**src/dmxq_pkg.sv**
```systemverilog
package dmxq_pkg;

	// Receive control states, as shown on the result beat
	typedef enum logic [1:0] {
		RX_BREAK_VALID = 2'd0,
		RX_RECEIVING   = 2'd1,
		RX_COMPLETE    = 2'd2,
		RX_ERROR       = 2'd3
	} rx_state_t;

	// Event kinds carried on the input tuser
	typedef enum logic [1:0] {
		CMD_LINE_EVENT = 2'd0,
		CMD_UART_ERROR = 2'd1,
		CMD_FRAME_DONE = 2'd2,
		CMD_SUPER_TICK = 2'd3
	} cmd_t;

	// Configuration register indexes
	localparam logic [1:0] CFG_BREAK_THRESHOLD   = 2'd0;
	localparam logic [1:0] CFG_MARK_MINIMUM      = 2'd1;
	localparam logic [1:0] CFG_PACKET_RATE_LIMIT = 2'd2;
	localparam logic [1:0] CFG_ACTIVE_CHECKS     = 2'd3;

	localparam int unsigned CFG_IDX_W  = 2;
	localparam int unsigned CFG_DATA_W = 16;

	// Reset values: 88 us minimum break less 40 us of UART framing latency
	localparam logic [15:0] BREAK_THRESHOLD_RST   = 16'd48;
	localparam logic [15:0] MARK_MINIMUM_RST      = 16'd8;
	localparam logic [7:0]  PACKET_RATE_LIMIT_RST = 8'd50;
	localparam logic [3:0]  ACTIVE_CHECKS_RST     = 4'd5;

	localparam logic [7:0] PACKET_COUNT_MAX = 8'd255;

	typedef struct packed {
		cmd_t        cmd;
		logic [15:0] break_length;
		logic [15:0] mark_length;
	} item_t;

	typedef struct packed {
		rx_state_t  rx_state;
		logic       start_receive;
		logic       frame_valid;
		logic       signal_active;
		logic [3:0] check_level;
	} result_t;

endpackage

```
**src/dmxq_in_stage.sv**
```systemverilog
module dmxq_in_stage (
	input  logic            clk,
	input  logic            arst_n,
	input  logic            in_valid,
	output logic            in_ready,
	input  dmxq_pkg::item_t in_item,
	input  logic            down_ready,
	output logic            item_valid_s1,
	output dmxq_pkg::item_t item_s1
);

	// Refill whenever the held item leaves or the stage is empty
	assign in_ready = !item_valid_s1 || down_ready;

	always_ff @(posedge clk or negedge arst_n) begin
		if (!arst_n) begin
			item_valid_s1 <= 1'b0;
		end else if (in_ready) begin
			item_valid_s1 <= in_valid;
		end
	end

	always_ff @(posedge clk) begin
		if (in_ready && in_valid) begin
			item_s1 <= in_item;
		end
	end

endmodule

```
**src/dmxq_engine.sv**
```systemverilog
module dmxq_engine (
	input  logic                                clk,
	input  logic                                arst_n,
	input  logic                                cfg_we,
	input  logic [dmxq_pkg::CFG_IDX_W-1:0]      cfg_index,
	input  logic [dmxq_pkg::CFG_DATA_W-1:0]     cfg_wdata,
	input  logic                                fire,
	input  dmxq_pkg::item_t                     item,
	output dmxq_pkg::result_t                   result
);

	logic [15:0] break_threshold_q;
	logic [15:0] mark_minimum_q;
	logic [7:0]  packet_rate_limit_q;
	logic [3:0]  active_checks_q;

	dmxq_pkg::rx_state_t rx_state_q, rx_state_d;
	logic [7:0]          packets_q, packets_d;
	logic [3:0]          check_q, check_d;
	logic                active_q, active_d;
	logic                start_d, fvalid_d;
	logic                tick_good;
	logic signed [5:0]   check_step;

	always_ff @(posedge clk or negedge arst_n) begin
		if (!arst_n) begin
			break_threshold_q   <= dmxq_pkg::BREAK_THRESHOLD_RST;
			mark_minimum_q      <= dmxq_pkg::MARK_MINIMUM_RST;
			packet_rate_limit_q <= dmxq_pkg::PACKET_RATE_LIMIT_RST;
			active_checks_q     <= dmxq_pkg::ACTIVE_CHECKS_RST;
		end else if (cfg_we) begin
			case (cfg_index)
				dmxq_pkg::CFG_BREAK_THRESHOLD:   break_threshold_q   <= cfg_wdata;
				dmxq_pkg::CFG_MARK_MINIMUM:      mark_minimum_q      <= cfg_wdata;
				dmxq_pkg::CFG_PACKET_RATE_LIMIT: packet_rate_limit_q <= cfg_wdata[7:0];
				dmxq_pkg::CFG_ACTIVE_CHECKS:     active_checks_q     <= cfg_wdata[3:0];
				default: ;
			endcase
		end
	end

	assign tick_good  = (packets_q != 8'd0) && (packets_q < packet_rate_limit_q);
	assign check_step = tick_good ? ($signed({2'b00, check_q}) + 6'sd1)
	                              : ($signed({2'b00, check_q}) - 6'sd1);

	always_comb begin
		rx_state_d = rx_state_q;
		packets_d  = packets_q;
		check_d    = check_q;
		active_d   = active_q;
		start_d    = 1'b0;
		fvalid_d   = 1'b0;
		case (item.cmd)
			dmxq_pkg::CMD_LINE_EVENT: begin
				if (item.break_length > break_threshold_q) begin
					if (item.mark_length < mark_minimum_q) begin
						rx_state_d = dmxq_pkg::RX_ERROR;
						packets_d  = 8'd0;
					end else begin
						rx_state_d = dmxq_pkg::RX_RECEIVING;
						start_d    = 1'b1;
						if (packets_q != dmxq_pkg::PACKET_COUNT_MAX) begin
							packets_d = packets_q + 8'd1;
						end
					end
				end
			end
			dmxq_pkg::CMD_UART_ERROR: begin
				rx_state_d = dmxq_pkg::RX_ERROR;
			end
			dmxq_pkg::CMD_FRAME_DONE: begin
				if (rx_state_q == dmxq_pkg::RX_RECEIVING) begin
					rx_state_d = dmxq_pkg::RX_COMPLETE;
					fvalid_d   = 1'b1;
				end
			end
			dmxq_pkg::CMD_SUPER_TICK: begin
				if (!tick_good) begin
					rx_state_d = dmxq_pkg::RX_ERROR;
				end
				// Saturate between zero and the active level
				if (check_step >= $signed({2'b00, active_checks_q})) begin
					check_d  = active_checks_q;
					active_d = 1'b1;
				end else if (check_step < 6'sd0) begin
					check_d  = 4'd0;
					active_d = 1'b0;
				end else begin
					check_d = check_step[3:0];
				end
				packets_d = 8'd0;
			end
			default: ;
		endcase
	end

	always_ff @(posedge clk or negedge arst_n) begin
		if (!arst_n) begin
			rx_state_q <= dmxq_pkg::RX_ERROR;
			packets_q  <= 8'd0;
			check_q    <= 4'd0;
			active_q   <= 1'b0;
		end else if (fire) begin
			rx_state_q <= rx_state_d;
			packets_q  <= packets_d;
			check_q    <= check_d;
			active_q   <= active_d;
		end
	end

	always_comb begin
		result.rx_state      = rx_state_d;
		result.start_receive = start_d;
		result.frame_valid   = fvalid_d;
		result.signal_active = active_d;
		result.check_level   = check_d;
	end

endmodule

```
**src/dmxq_out_stage.sv**
```systemverilog
module dmxq_out_stage (
	input  logic              clk,
	input  logic              arst_n,
	input  logic              load,
	input  dmxq_pkg::result_t result,
	output logic              can_load,
	output logic              out_valid,
	input  logic              out_ready,
	output dmxq_pkg::result_t result_s2
);

	logic valid_s2;

	assign can_load  = !valid_s2 || out_ready;
	assign out_valid = valid_s2;

	always_ff @(posedge clk or negedge arst_n) begin
		if (!arst_n) begin
			valid_s2 <= 1'b0;
		end else if (can_load) begin
			valid_s2 <= load;
		end
	end

	always_ff @(posedge clk) begin
		if (can_load && load) begin
			result_s2 <= result;
		end
	end

endmodule

```
**src/dmx_break_mab_signal_qualifier_core.sv**
```systemverilog
// DMX-512 break / mark-after-break qualifier, receive control of one line.
// Path: a beat accepted on s_axis waits in the input register, then moves
// into the result register and is offered on m_axis from there.
// Throughput: one event per cycle while no result beat is stalled on m_axis.
// Reset (arst_n low, asynchronous): receive state error, counters cleared,
// configuration registers back to their defaults, both channels empty.
module dmx_break_mab_signal_qualifier_core (
	input  logic        clk,
	input  logic        arst_n,

	// Configuration: 0 break_threshold, 1 mark_minimum,
	// 2 packet_rate_limit, 3 active_checks
	input  logic                            cfg_we,
	input  logic [dmxq_pkg::CFG_IDX_W-1:0]  cfg_index,
	input  logic [dmxq_pkg::CFG_DATA_W-1:0] cfg_wdata,

	input  logic        s_axis_tvalid,
	output logic        s_axis_tready,
	input  logic [31:0] s_axis_tdata,  // [15:0] break_length, [31:16] mark_length
	input  logic [1:0]  s_axis_tuser,  // [1:0] cmd

	output logic        m_axis_tvalid,
	input  logic        m_axis_tready,
	output logic [15:0] m_axis_tdata   // [1:0] rx_state, [2] start_receive,
	                                   // [3] frame_valid, [4] signal_active,
	                                   // [8:5] check_level, [15:9] zero
);

	dmxq_pkg::item_t   in_item;
	dmxq_pkg::item_t   item_s1;
	dmxq_pkg::result_t result;
	dmxq_pkg::result_t result_s2;
	logic              item_valid_s1;
	logic              can_load;
	logic              fire;

	// Unpack the incoming beat
	always_comb begin
		in_item.cmd          = dmxq_pkg::cmd_t'(s_axis_tuser);
		in_item.break_length = s_axis_tdata[15:0];
		in_item.mark_length  = s_axis_tdata[31:16];
	end

	// Hold the event here until the result register frees up
	dmxq_in_stage u_in (
		.clk          (clk),
		.arst_n       (arst_n),
		.in_valid     (s_axis_tvalid),
		.in_ready     (s_axis_tready),
		.in_item      (in_item),
		.down_ready   (can_load),
		.item_valid_s1(item_valid_s1),
		.item_s1      (item_s1)
	);

	// An event is processed, and the state advances, only in the cycle its
	// result enters the output register; a stalled event leaves state alone.
	assign fire = item_valid_s1 && can_load;

	dmxq_engine u_eng (
		.clk      (clk),
		.arst_n   (arst_n),
		.cfg_we   (cfg_we),
		.cfg_index(cfg_index),
		.cfg_wdata(cfg_wdata),
		.fire     (fire),
		.item     (item_s1),
		.result   (result)
	);

	// Result register parts the two sides so input keeps flowing
	dmxq_out_stage u_out (
		.clk      (clk),
		.arst_n   (arst_n),
		.load     (fire),
		.result   (result),
		.can_load (can_load),
		.out_valid(m_axis_tvalid),
		.out_ready(m_axis_tready),
		.result_s2(result_s2)
	);

	// Pack the result beat, lowest field first
	assign m_axis_tdata = {7'd0, result_s2.check_level, result_s2.signal_active,
	                       result_s2.frame_valid, result_s2.start_receive,
	                       result_s2.rx_state};

endmodule

```
**config.mk**
```make
export PLATFORM = sky130hd
export DESIGN_NAME = dmx_break_mab_signal_qualifier_core
export DESIGN_NICKNAME = d
export VERILOG_FILES = /design/src/dmxq_pkg.sv /design/src/dmxq_in_stage.sv /design/src/dmxq_engine.sv /design/src/dmxq_out_stage.sv /design/src/dmx_break_mab_signal_qualifier_core.sv
export SDC_FILE = /design/constraint.sdc
export NUM_CORES = 1
export LEC_CHECK = 0
export BUFFER_PORTS_ARGS = -buffer_cell sky130_fd_sc_hd__buf_2
export CAP_MARGIN = 20
export CORE_MARGIN = 4
export CORE_UTILIZATION = 56
export CTS_CLUSTER_SIZE = 28
export DETAILED_ROUTE_END_ITERATION = 8
export PLACE_DENSITY_LB_ADDON = 0.25
export SLEW_MARGIN = 15
export SYNTH_ARGS = -nofsm -noshare
export SYNTH_HDL_FRONTEND = slang
export SYNTH_SLANG_ARGS = --single-unit
```
**constraint.sdc**
```tcl
create_clock -name clk -period 5 [get_ports clk]
set_input_delay 1.25 -clock clk [delete_from_list [all_inputs] [get_ports clk]]
set_output_delay 1.25 -clock clk [all_outputs]
set_load 0.02 [all_outputs]
```
Yosys cells after proc, flatten, opt, wreduce, memory -nomap -nowiden --
Cells that the tools add are included.
Cells by class: reduce and logical (&&, ||, !) cells 18, add/subtract/negate cells 3, eq/ne operators 10, $lt $le $gt $ge 5, mux-type cells 18
Operator list (count):
- $mux W8 | 3
- $gt A16 B16 Y1 | 1
- $lt A16 B16 Y1 | 1
- $pmux W8 S2 | 1
- $mux W4 | 3
- $reduce_and A2 Y1 | 5
- $add A8 B1 Y8 const B | 1
- $eq A2 B2 Y1 const B | 4
- $lt A8 B8 Y1 | 1
- $mux W2 | 4
- $ne A8 B8 Y1 const B | 1
- $pmux W2 S4 | 1
- $reduce_bool A8 Y1 | 1
- $eq A2 B1 Y1 const B | 3
- $ge A6 B5 Y1 | 1
- $lt A6 B1 Y1 const B | 1
- $mux W6 | 1
- $add A4 B1 Y5 const B | 1
- $mux W1 | 5
- $sub A4 B1 Y5 const B | 1
- $logic_and A1 B1 Y1 | 4
- $logic_not A2 Y1 | 2
- $reduce_and A4 Y1 | 1
- $ne A3 B1 Y1 const B | 1
- other kinds (4) | 6
Word-level totals: logic and storage cells 72, input bits 57, output and inout bits 18, register bits 104

Longest topological paths before layout --
Gate-level depths: netlist of run 1.
depth after elaboration 7, depth in mapped cells 17, gate-level depth less buffers 15

Hierarchy --
A second synthesis of run 1 with hierarchy kept.
Unflattened totals: cells, all modules 463, area, all modules 5328.9 um^2
By module, submodules not included:
- dmxq_engine | area an instance 3867.5 um^2, sequential area each 1488.9 um^2, cells an instance 403, instances 1
- dmxq_in_stage | area an instance 1074.8 um^2, sequential area each 1046.0 um^2, cells an instance 38, instances 1
- dmxq_out_stage | area an instance 324.1 um^2, sequential area each 295.3 um^2, cells an instance 13, instances 1
- dmx_break_mab_signal_qualifier_core | area an instance 62.6 um^2, sequential area each 0.0 um^2, cells an instance 9, instances 1

Worst setup path before layout of run 1 --
OpenSTA, ideal clock, no wires.
path type reg-to-reg, start point register u_eng.packet_rate_limit_q[5], end point register, netlist name u_out.result_s2[2], buffers on the path 2, arrival time 3.311 ns, data required time 4.729 ns, slack 1.418 ns, setup time 0.271 ns, cell stages (with the launch flop) 17, period minus slack after synthesis 3.582 ns, cell sequence dfstp_2 -> inv_1 -> ha_1 -> a211o_1 -> a221o_1 -> a21oi_2 -> buf_6 -> mux2i_1 -> xnor2_2 -> ha_1 -> o21ai_0 -> o21bai_1 -> a41o_1 -> buf_4 -> nor2b_2 -> a22oi_1 -> a21oi_1
RTL lines:
- from (decl) | line dmxq_engine.sv:14 | logic [7:0] packet_rate_limit_q;
- from (signal assigned) | line dmxq_engine.sv:29 | packet_rate_limit_q <= dmxq_pkg::PACKET_RATE_LIMIT_RST;
- from (signal assigned) | line dmxq_engine.sv:35 | dmxq_pkg::CFG_PACKET_RATE_LIMIT: packet_rate_limit_q <= cfg_wdata[7:0];

==> results of run 1 <==
[kinds of logic after synthesis]
logic type,count (synthesis),synth area share
muxes,35,0.0709
DFF,104,0.519
xor gates and xnor gates,3,0.00620
adders and majority gates,51,0.117
other,1,0.000688
AOI/OAI and AO/OA,90,0.121
buffers and inverters,75,0.0592
and+or+nand+nor,108,0.106
[worst max-delay path by stage]
stage | start | to | depth (start not counted)
after floorplan | u_eng.packet_rate_limit_q[5] | u_out.result_s2[2] | 16
after global placement | u_eng.packet_rate_limit_q[5] | u_out.result_s2[2] | 14
after detailed placement | u_eng.packet_rate_limit_q[5] | u_out.result_s2[2] | 14
after CTS | u_eng.packet_rate_limit_q[5] | u_out.result_s2[2] | 14
after global routing | u_eng.packet_rate_limit_q[5] | u_out.result_s2[2] | 14
final | u_eng.packet_rate_limit_q[5] | u_out.result_s2[2] | 14
[sequential cells by signal, summed over array words and instances, names as in the netlist, 2 cells and up]
name / flops
u_in.item_s1: 34
u_eng.mark_minimum_q: 16
u_eng.active_checks_q: 4
u_out.result_s2: 9
u_eng.packets_q: 8
u_eng.packet_rate_limit_q: 8
u_eng.rx_state_q: 2
u_eng.break_threshold_q: 16
u_eng.check_q: 4
[metal layers]
metal,global-route usage,vias up
met5,0,-
met3,0.0542,10
li1,-,1797
met4,0.0447,0
met2,0.362,95
met1,0.238,1734
[cell type report]
cell class                 count  share of cell area
clock inverter                 6             0.00867
tap                          129              0.0266
inverter                      56              0.0347
timing repair buffer          70              0.0590
sequential                   104               0.467
clock buffer                   9              0.0204
multi-input combinational    294               0.384
[metrics by stage]
stage,cells,cell area (µm²),hold WS [ns]
6_report,668,6060,0.504
4_1_cts,668,6060,0.504
3_3_place_gp,653,5880,0.479
3_5_place_dp,653,5880,0.489
5_1_grt,668,6060,0.532
2_1_floorplan,473,5470,0.465
[cells in the final DEF, fill, tap and decap left out, types with 3 or more instances in the layout]
master / n
o21a_1: 3
mux2_2: 29
a21oi_1: 19
and3_1: 5
nor3_1: 4
nand2_1: 33
nand3_1: 13
nor2_1: 15
clkbuf_8: 9
buf_2: 67
o31ai_1: 3
buf_4: 3
nor4_1: 3
nand2b_1: 8
nand4_1: 7
dfrtp_1: 51
dfstp_2: 10
a211oi_1: 3
ha_1: 51
nand3b_1: 3
conb_1: 7
edfxtp_1: 43
nor2b_1: 4
a31oi_1: 4
o221ai_1: 3
o21ai_0: 22
inv_1: 56
mux2i_1: 6
a21o_1: 5
a211o_1: 3
[worst reg2reg max path, delay by kind of cell (launching register included)]
family | cells | cell delay [ns]
adders and majority gates | 2 | 0.54
AOI/OAI and AO/OA | 8 | 1.99
muxes | 1 | 0.35
xor gates and xnor gates | 1 | 0.15
and+or+nand+nor | 1 | 0.21
buffers and inverters | 1 | 0.04
DFF | 1 | 0.54
[power breakdown]
| part | total [mW] | internal (mW) | switching, mW | leakage, nW |
|---|---|---|---|---|
| clock network | 0.481 | 0.187 | 0.294 | 0.0895 |
| logic | 0.906 | 0.404 | 0.502 | 1.55 |
| registers | 1.20 | 1.07 | 0.132 | 1.13 |
| total | 2.58 | 1.66 | 0.928 | 2.78 |
==> run_results.csv, run 1 <==
group,metric,value,unit
outcome,status,"finished, final reports clean",
clock_tree,clk_path_buf_depth,2,
grt,tot_gr_track_use,0.200,
logic_synthesis,synth_commonest_cells,"inv_1, dfrtp_1, ha_1",
worst_setup_path,worst-endpoint-required,5.09,ns
worst_setup_path,critical_path.reg2reg.startpoint,"u_eng.packet_rate_limit_q[5]",
logic_synthesis,netlist.area_leader.share,0.237,
worst_setup_path,cp_num_buf_inv,1,
sta,relSlewSlack,0.390,
worst_setup_path,critical_path_arrival,4.18,ns
cells_and_area,multiInputGateArea,0.00232,mm²
logic_synthesis,register_area_share_after_synthesis,0.519,
sta,grt_setup_unrepaired,"no",
placement,post-place-ws,0.946,ns
die,start_util,0.582,
route,detailed_route_wire_length_on_metal_1,4.32,mm
grt,grt_start_max_net_pins,35,
logic_synthesis,post-synth-top-area-cell,"edfxtp_1",
sta,clock.fmax,0.244,GHz
route,routed-via-count,3636,
worst_setup_path,reg_to_reg_endpoint,"u_out.result_s2[2]",
min_path,min_from,"u_eng.rx_state_q[0]",
logic_synthesis,synth-seq-cells,104,
sta,final_critical_path_setup_slack,0.909,ns
sta,period_minus_slack,4.09,ns
logic_synthesis,synth.distinct_cells,64,
placement,gpl.final_weighted_congestion,0.865,
die,top_level_ports,75,
sta,fin_tns_setup,0,ns
route,avgRoutedWirePerCell,15.8,µm
die,rows,35,
worst_setup_path,regToRegSetupSlack,0.91,ns
worst_setup_path,timing.critical_path.mode_cell,"ha_1",
logic_synthesis,post_synth_inst_count,467,
worst_setup_path,worst-path-max-fanout,11,
worst_setup_path,cp-start-kind,"flop",
route,wirelength,10.6,mm
route,ant_nets,0,
sta,setup_viol,0,
pwr,cellPowerDensity,426,mW/mm²
cells_and_area,synthToLayoutAreaGrowth,11.2,%
route,routed.top_layer,"met4",
logic_synthesis,synth_warnings,0,
logic_synthesis,post-synth-top-count-cell,"inv_1",
clock_tree,clock_latency_of_the_later_clocked_register_in_the_worst_skew_pair,0.36,ns
die,die_w,107,µm
grt,grt_pass1_vias,3810,
grt,grt_pass1_wl,18.0,mm
die,dieArea,0.0114,mm²
die,die_y,107,µm
min_path,hold-path-endpoint,"u_eng.rx_state_q[0]",
sta,report.final.slew_viol_count,0,
clock_tree,htree_num_levels,3,
sta,finalCritPeriodShare,0.818,
cells_and_area,layout-drive-gt1-share,0.260,
cells_and_area,n_fill_cell,746,
worst_setup_path,crit_path_cell_trace,"inv_1 -> ha_1 -> a211o_1 -> a221o_1 -> a21oi_2 -> mux2i_1 -> xnor2_2 -> ha_1 -> o21ai_0 -> o21bai_1 -> a41o_1 -> nor2b_2 -> a22oi_1 -> a21oi_1",
route,met3_length,603,µm
logic_synthesis,synth_top_flop_cell,"dfrtp_1",
pwr,p_leak,2.78,nW
pwr,p_total,2.58,mW
worst_setup_path,timing.critical_path.slowest_cell_delay,0.54,ns
worst_setup_path,crit_path_end_kind,"flop",
clock_tree,holdBufCountCts,0,
grt,globalRouteOverflowTotal,0,
min_path,timing.hold.worst.class,"reg -> reg",
clock_tree,ctsRootBufferMaster,"clkbuf_8",
worst_setup_path,timing_worst_setup_path_type,"reg -> reg",
route,remaining_drc_errors,0,
route,routed_via_density,5.44,
clock_tree,numCtsBuffers,9,
route,drt-initial-drc-count,124,
clock_tree,cts_resized,0,
clock_tree,clk_pin_slew_worst_paths,0.10,ns
route,detail_route.first_pass.iterations,4,
clock_tree,tritoncts,"yes",
grt,number_of_antenna_violations_at_the_first_check_in_global_routing,0,
die,core-area,0.00937,mm²
cells_and_area,num_antenna_cells,0,
logic_synthesis,ys_top_cells_by_area,"edfxtp_1, dfrtp_1, ha_1",
clock_tree,post_cts.repair.setup_buffers,0,
route,routed-wl-met2,5.54,mm
cells_and_area,layout.nets,643,
clock_tree,tritoncts_num_sinks,104,
sta,worst_pin_slew,0.912,ns
sta,final-hold-violation-count,0,
logic_synthesis,synthesis.area_per_instance,11.7,µm²
worst_setup_path,critPathSlowestCell,"dfstp_2",
placement,final_hpwl_from_detailed_placement,8.17,mm
min_path,holdPathStages,2,
sta,final_skew,0.00699,ns
logic_synthesis,async_flop_share,0.587,
cells_and_area,regArea,0.00283,mm²
cells_and_area,final_core_utilization,0.647,
logic_synthesis,syn-cell-area,0.00545,mm²
pwr,vdd_ir_drop_max,0.234,mV
logic_synthesis,synth_enable_flop_cells,43,
run,cap_viol_max_count,0,
worst_setup_path,crit_family,"compound AO/OA/AOI/OAI gates",
worst_setup_path,r2r.worst_path.cells,14,
placement,port_buffers,67,
(Power assumes the default switching activity.)
==> run 2, diff against run 1 <==
ABC_AREA = 1   (was default)
clock period = 4 ns   (was 5 ns; I/O delays follow)
==> run_results.csv, run 2 <==
group,metric,value,unit
worst_setup_path,cp-start-kind,"flop",
logic_synthesis,synthesis.area_per_instance,9.35,µm²
clock_tree,ctsRootBufferMaster,"clkbuf_8",
worst_setup_path,timing.critical_path.slowest_cell_delay,0.47,ns
logic_synthesis,async_flop_share,0.587,
clock_tree,clock_latency_of_the_later_clocked_register_in_the_worst_skew_pair,0.38,ns
logic_synthesis,synth-seq-cells,104,
clock_tree,tritoncts_num_sinks,104,
sta,worst_pin_slew,0.926,ns
die,core-area,0.00973,mm²
route,routed_via_density,5.05,
run,cap_viol_max_count,0,
logic_synthesis,ys_top_cells_by_area,"edfxtp_1, dfrtp_1, ha_1",
route,detail_route.first_pass.iterations,4,
route,ant_nets,0,
grt,tot_gr_track_use,0.204,
outcome,status,"finished, final reports clean",
clock_tree,tritoncts,"yes",
placement,post-place-ws,1.20,ns
die,top_level_ports,75,
cells_and_area,synthToLayoutAreaGrowth,11.5,%
logic_synthesis,synth.area.mux_share,0,
worst_setup_path,critPathSlowestCell,"dfrtp_1",
die,start_util,0.573,
worst_setup_path,critical_path_arrival,3.14,ns
route,remaining_drc_errors,0,
clock_tree,holdBufCountCts,0,
worst_setup_path,timing_worst_setup_path_type,"reg -> reg",
min_path,timing.hold.worst.class,"reg -> reg",
sta,grt_setup_unrepaired,"no",
grt,number_of_antenna_violations_at_the_first_check_in_global_routing,0,
logic_synthesis,syn-cell-area,0.00557,mm²
logic_synthesis,netlist.area_leader.share,0.232,
logic_synthesis,synth_commonest_cells,"nand2_1, inv_1, dfrtp_1, ha_1, o21ai_0",
worst_setup_path,crit_path_end_kind,"flop",
logic_synthesis,post_synth_inst_count,596,
cells_and_area,layout.nets,771,
cells_and_area,mostFrequentLayoutCell,"nand2_1",
die,dieArea,0.0116,mm²
placement,port_buffers,67,
sta,report.final.slew_viol_count,0,
pwr,p_leak,3.06,nW
logic_synthesis,synth_top_flop_cell,"dfrtp_1",
pwr,vdd_ir_drop_max,0.372,mV
route,drt-initial-drc-count,157,
logic_synthesis,synth_enable_flop_cells,43,
clock_tree,htree_num_levels,3,
grt,grt_pass1_wl,18.6,mm
sta,relSlewSlack,0.382,
cells_and_area,largest_register_ffs,34,
clock_tree,clk_path_buf_depth,2,
grt,grt_pass1_vias,4112,
sta,fin_tns_setup,0,ns
logic_synthesis,post-synth-top-area-cell,"edfxtp_1",
cells_and_area,final_area,0.00621,mm²
sta,final_skew,0.0138,ns
logic_synthesis,post_synth_and_or_nand_nor_area_fraction,0.199,
cells_and_area,n_fill_cell,812,
sta,setup_viol,0,
worst_setup_path,worst-endpoint-required,4.31,ns
pwr,cellPowerDensity,534,mW/mm²
cells_and_area,top_registers,"u_in.item_s1 x34, u_eng.break_threshold_q x16, u_eng.mark_minimum_q x16",
sta,finalCritPeriodShare,0.708,
die,die_w,108,µm
clock_tree,cts_resized,0,
logic_synthesis,synth-compound-area-share,0.0802,
sta,final-hold-violation-count,0,
cells_and_area,largest_register,"u_in.item_s1",
sta,clock.fmax,0.353,GHz
clock_tree,clk_pin_slew_worst_paths,0.09,ns
logic_synthesis,synth_top_family_by_area,"simple AND/OR/NAND/NOR gates",
clock_tree,post_cts.repair.setup_buffers,0,
cells_and_area,layout-drive-gt1-share,0.201,
grt,globalRouteOverflowTotal,0,
placement,postPlaceCellArea,0.00601,mm²
worst_setup_path,crit_path_cell_trace,"ha_1 -> nand2_2 -> nor2_1 -> nor2_2 -> nand2_4 -> nor2_8 -> nand2_4 -> nand2_1 -> nand2_1 -> ha_1 -> o21ai_1 -> nand2_1 -> nand3_1 -> nand2_1 -> nor2_4 -> nand2_4 -> nor2_4 -> nand3_2 -> nand3_2 -> nand2_1 -> nand2_1",
sta,final_critical_path_setup_slack,1.17,ns
logic_synthesis,post-synth-top-count-cell,"nand2_1",
route,wirelength,10.9,mm
grt,grt_start_max_net_pins,43,
cells_and_area,mostFrequentLayoutCells,"nand2_1, inv_1, buf_2",
cells_and_area,num_antenna_cells,0,
sta,period_minus_slack,2.83,ns
placement,final_hpwl_from_detailed_placement,8.47,mm
logic_synthesis,post_synth_fa_ha_maj_area_fraction,0.115,
placement,gpl.final_weighted_congestion,0.869,
worst_setup_path,timing.critical_path.mode_cell,"nand2_1",
die,die_y,108,µm
logic_synthesis,register_area_share_after_synthesis,0.508,
worst_setup_path,worst-path-max-fanout,6,
die,rows,36,
route,routed-via-count,4045,
logic_synthesis,synth.distinct_cells,38,
clock_tree,numCtsBuffers,9,
route,avgRoutedWirePerCell,13.6,µm
logic_synthesis,synth-xor-area-share,0.0141,
logic_synthesis,synth_warnings,0,
[run 2: cell count changes after synthesis, moves of 6 or more]
cell	previous run	this run
nand3_2	0	6
mux2i_1	6	0
xor2_1	0	7
o21ai_0	22	49
nor2_1	15	21
nand2b_1	8	0
nand2_1	33	143
nand2_2	0	10
mux2_2	29	0
inv_1	56	90
nand3_1	13	23
inv_2	0	6
[run 2: cell type report]
class                      count  area, µm²  share of cell area
multi-input combinational    382       2300               0.370
timing repair buffer          69        350              0.0564
inverter                      97        364              0.0586
sequential                   104       2830               0.456
clock buffer                  11        153              0.0246
tap                          133        166              0.0268
clock inverter                 5       47.5             0.00766
[run 2: routing by layer]
layer	up-vias	global-route usage	routed length, µm
met2	80	0.367	5770
li1	2046	-	-
met4	0	0.0577	163
met5	-	0	0
met1	1906	0.241	4510
met3	13	0.0516	475
[run 2: power by group]
group	internal (mW)	switching, mW	leakage [nW]
logic	0.449	0.784	1.79
registers	1.31	0.121	1.17
clock network	0.274	0.375	0.102
total	2.04	1.28	3.06
[run 2: critical path: cells and delay by family, from the launching register on]
family	cells	cell delay, ns
AO/OA/AOI/OAI	1	0.07
adder cells (fa/ha/maj)	2	0.62
flip-flops	1	0.47
AND/OR/NAND/NOR	18	1.61
[run 2: worst paths after layout]
| kind | start | end | slack [ns] | cells after the start |
|---|---|---|---|---|
| max | u_eng.packets_q[6] | u_eng.check_q[2] | 1.17 | 21 |
| min | u_eng.packet_rate_limit_q[1] | u_eng.packet_rate_limit_q[1] | 0.49 | 2 |
| min reg2reg | u_eng.packet_rate_limit_q[1] | u_eng.packet_rate_limit_q[1] | 0.49 | 2 |
| max in group asynchronous | arst_n | u_eng.packet_rate_limit_q[5] | 2.36 | 2 |
| max reg2reg | u_eng.packets_q[6] | u_eng.check_q[2] | 1.17 | 21 |
| min in group asynchronous | arst_n | u_eng.break_threshold_q[0] | 0.75 | 1 |
[run 2: kinds of logic after synthesis]
group	Yosys count
buffers and inverters	116
DFF	104
adders and majority gates	51
xor gates and xnor gates	9
other	1
and+or+nand+nor	233
AOI/OAI and AO/OA	82
[run 2: per-stage QoR]
step | hold WS [ns] | util | power [mW] | cells
after floorplan | 0.453 | - | 2.39 | 602
after global placement | 0.469 | 0.618 | 2.61 | 785
after detailed placement | 0.475 | 0.618 | 2.68 | 785
after CTS | 0.499 | 0.638 | 3.34 | 801
after global routing | 0.519 | 0.638 | 3.57 | 801
final | 0.494 | 0.638 | 3.32 | 801
==> run 3, diff against run 2 <==
ABC_AREA = 0   (was 1)
CORE_UTILIZATION = 52   (was 56)
clock period = 2.44 ns   (was 4 ns; I/O delays follow)
==> run_results.csv, run 3 (same netlist as run 1, synthesis figures left out) <==
group,metric,value,unit
outcome,status,"finished, violations left",
outcome,failed_checks,"negative setup slack",
route,drt-initial-drc-count,137,
placement,final_hpwl_from_detailed_placement,8.54,mm
clock_tree,clock_latency_of_the_later_clocked_register_in_the_worst_skew_pair,0.37,ns
cells_and_area,largest_register_ffs,34,
cells_and_area,top_registers,"u_in.item_s1 x34, u_eng.break_threshold_q x16, u_eng.mark_minimum_q x16",
route,routed_via_density,5.36,
sta,grt_setup_unrepaired,"yes",
worst_setup_path,worst-endpoint-required,2.55,ns
worst_setup_path,timing_worst_setup_path_type,"reg -> reg",
clock_tree,clk_pin_slew_worst_paths,0.11,ns
sta,finalCritPeriodShare,1.42,
route,routed-via-count,3892,
grt,grt_pass1_wl,18.6,mm
placement,port_buffers,67,
grt,tot_gr_track_use,0.199,
clock_tree,numCtsBuffers,9,
die,die_w,110,µm
cells_and_area,synthToLayoutAreaGrowth,25.3,%
grt,met1_usage,0.235,
placement,gpl.final_weighted_congestion,0.871,
pwr,vdd_ir_drop_max,0.579,mV
die,dieArea,0.0122,mm²
sta,setup_viol,10,
sta,final-hold-violation-count,0,
sta,final_skew,0.0129,ns
die,start_util,0.530,
grt,globalRouteMet3Util,0.0448,
worst_setup_path,critical_path_arrival,3.57,ns
sta,relSlewSlack,0.549,
cells_and_area,layout.nets,693,
placement,postPlaceCellArea,0.00618,mm²
clock_tree,tritoncts_num_sinks,104,
worst_setup_path,crit_path_end_kind,"flop",
sta,report.final.slew_viol_count,0,
worst_setup_path,critPathSlowestCell,"dfstp_2",
die,rows,37,
worst_setup_path,crit_path_cell_trace,"inv_2 -> ha_4 -> a211o_1 -> a221o_1 -> a21oi_2 -> buf_6 -> buf_6 -> xnor2_4 -> ha_1 -> a211oi_2 -> o21bai_1 -> a41o_2 -> buf_4 -> mux2i_2 -> o22ai_1",
route,avgRoutedWirePerCell,16.2,µm
run,cap_viol_max_count,0,
grt,globalRouteOverflowTotal,0,
route,detail_route.first_pass.iterations,4,
worst_setup_path,worst-path-max-fanout,5,
grt,grt_start_max_net_pins,36,
min_path,timing.hold.worst.class,"in -> async",
route,ant_nets,0,
grt,globalRouteMet2Util,0.358,
worst_setup_path,cp-start-kind,"flop",
cells_and_area,final_area,0.00683,mm²
grt,grt-busiest-layer,"met2",
sta,clock.fmax,0.289,GHz
cells_and_area,mostFrequentLayoutCell,"buf_2",
sta,final_critical_path_setup_slack,-1.02,ns
die,die_y,110,µm
sta,holdWs,0.245,ns
worst_setup_path,timing.critical_path.slowest_cell_delay,0.55,ns
die,core-area,0.0103,mm²
die,top_level_ports,75,
grt,grt_pass1_vias,4016,
clock_tree,ctsRootBufferMaster,"clkbuf_8",
clock_tree,clk_path_buf_depth,2,
worst_setup_path,timing.critical_path.mode_cell,"buf_6",
cells_and_area,n_fill_cell,792,
grt,number_of_antenna_violations_at_the_first_check_in_global_routing,0,
clock_tree,tritoncts,"yes",
cells_and_area,num_antenna_cells,0,
sta,worst_pin_slew,0.674,ns
clock_tree,htree_num_levels,3,
sta,period_minus_slack,3.46,ns
pwr,cellPowerDensity,1010,mW/mm²
cells_and_area,largest_register,"u_in.item_s1",
route,wirelength,11.8,mm
cells_and_area,mostFrequentLayoutCells,"buf_2, inv_1, dfrtp_1",
route,remaining_drc_errors,0,
pwr,p_leak,3.10,nW
cells_and_area,layout-drive-gt1-share,0.393,
## run 3: cell types whose count changed in the layout (fill, tap and decap cells not counted), sizes merged, moves of 6 or more
| cell | delta |
|---|---|
| nand2 | -125 |
| nor2 | -11 |
| mux2 | +29 |
| o21ai | -31 |
| xor2 | -7 |
| mux2i | +6 |
| nand3 | -16 |
| inv | -39 |
| nand2b | +9 |
| buf | +51 |
## run 3: final timing paths
path | from | end | slack, ns | cells after the start
min in group clk | s_axis_tdata[18] | u_in.item_s1[2] | 0.41 | 1
max reg2reg | u_eng.packet_rate_limit_q[5] | u_out.result_s2[1] | -1.02 | 15
min | arst_n | u_eng.check_q[2] | 0.25 | 2
max in group asynchronous | arst_n | u_eng.active_checks_q[2] | 1.77 | 2
max | u_eng.packet_rate_limit_q[5] | u_out.result_s2[1] | -1.02 | 15
min reg2reg | u_eng.break_threshold_q[5] | u_eng.break_threshold_q[5] | 0.51 | 2
## run 3: final cells by class
| class | count | area (µm²) | share of cell area |
|---|---|---|---|
| repair buffers | 120 | 763 | 0.112 |
| inverters | 56 | 210 | 0.0308 |
| clock buffers | 9 | 124 | 0.0181 |
| multi-input cells | 294 | 2640 | 0.386 |
| well taps | 136 | 170 | 0.0249 |
| flip-flops and latches | 104 | 2830 | 0.414 |
| clock inverters | 7 | 98.8 | 0.0145 |
## run 3: repair_timing
action                                  4_1_cts  5_1_grt
endpoints found under the setup margin       16       20
pin swaps                                    16       21
resized for setup                            10       46
hold buffers                                  0        0
buffers inserted                              5       12
gates cloned                                  0        0
## run 3: report_power, final
part / switching [mW] / internal, mW
clock network: 0.624 / 0.588
logic: 1.59 / 1.75
registers: 0.199 / 2.18
total: 2.41 / 4.52
## run 3: critical path: cells and delay by family (launching register included)
kind / cells / cell delay (ns)
AOI/OAI and AO/OA: 7 / 1.39
DFF: 1 / 0.55
buffers and inverters: 4 / 0.46
adders and majority gates: 2 / 0.46
muxes: 1 / 0.21
xor gates and xnor gates: 1 / 0.12
## run 3: through the flow
stage          utilization  worst slack [ns]  total power [mW]  cells  setup TNS, ns
2_1_floorplan            -             -1.05              4.04    473          -9.00
3_3_place_gp         0.601             -1.09              4.72    693          -9.70
3_5_place_dp         0.601             -1.11              4.84    693         -10.05
4_1_cts              0.631            -0.970              6.37    714          -8.97
5_1_grt              0.665             -1.16              7.38    726         -10.81
6_report             0.665             -1.02              6.93    726          -9.31
## run 3: metal layers
metal,wire length [µm],vias up,share of wire
met5,0,-,0
li1,-,1886,-
met1,4890,1915,0.41
met3,441,20,0.037
met2,6250,71,0.53
met4,210,0,0.018
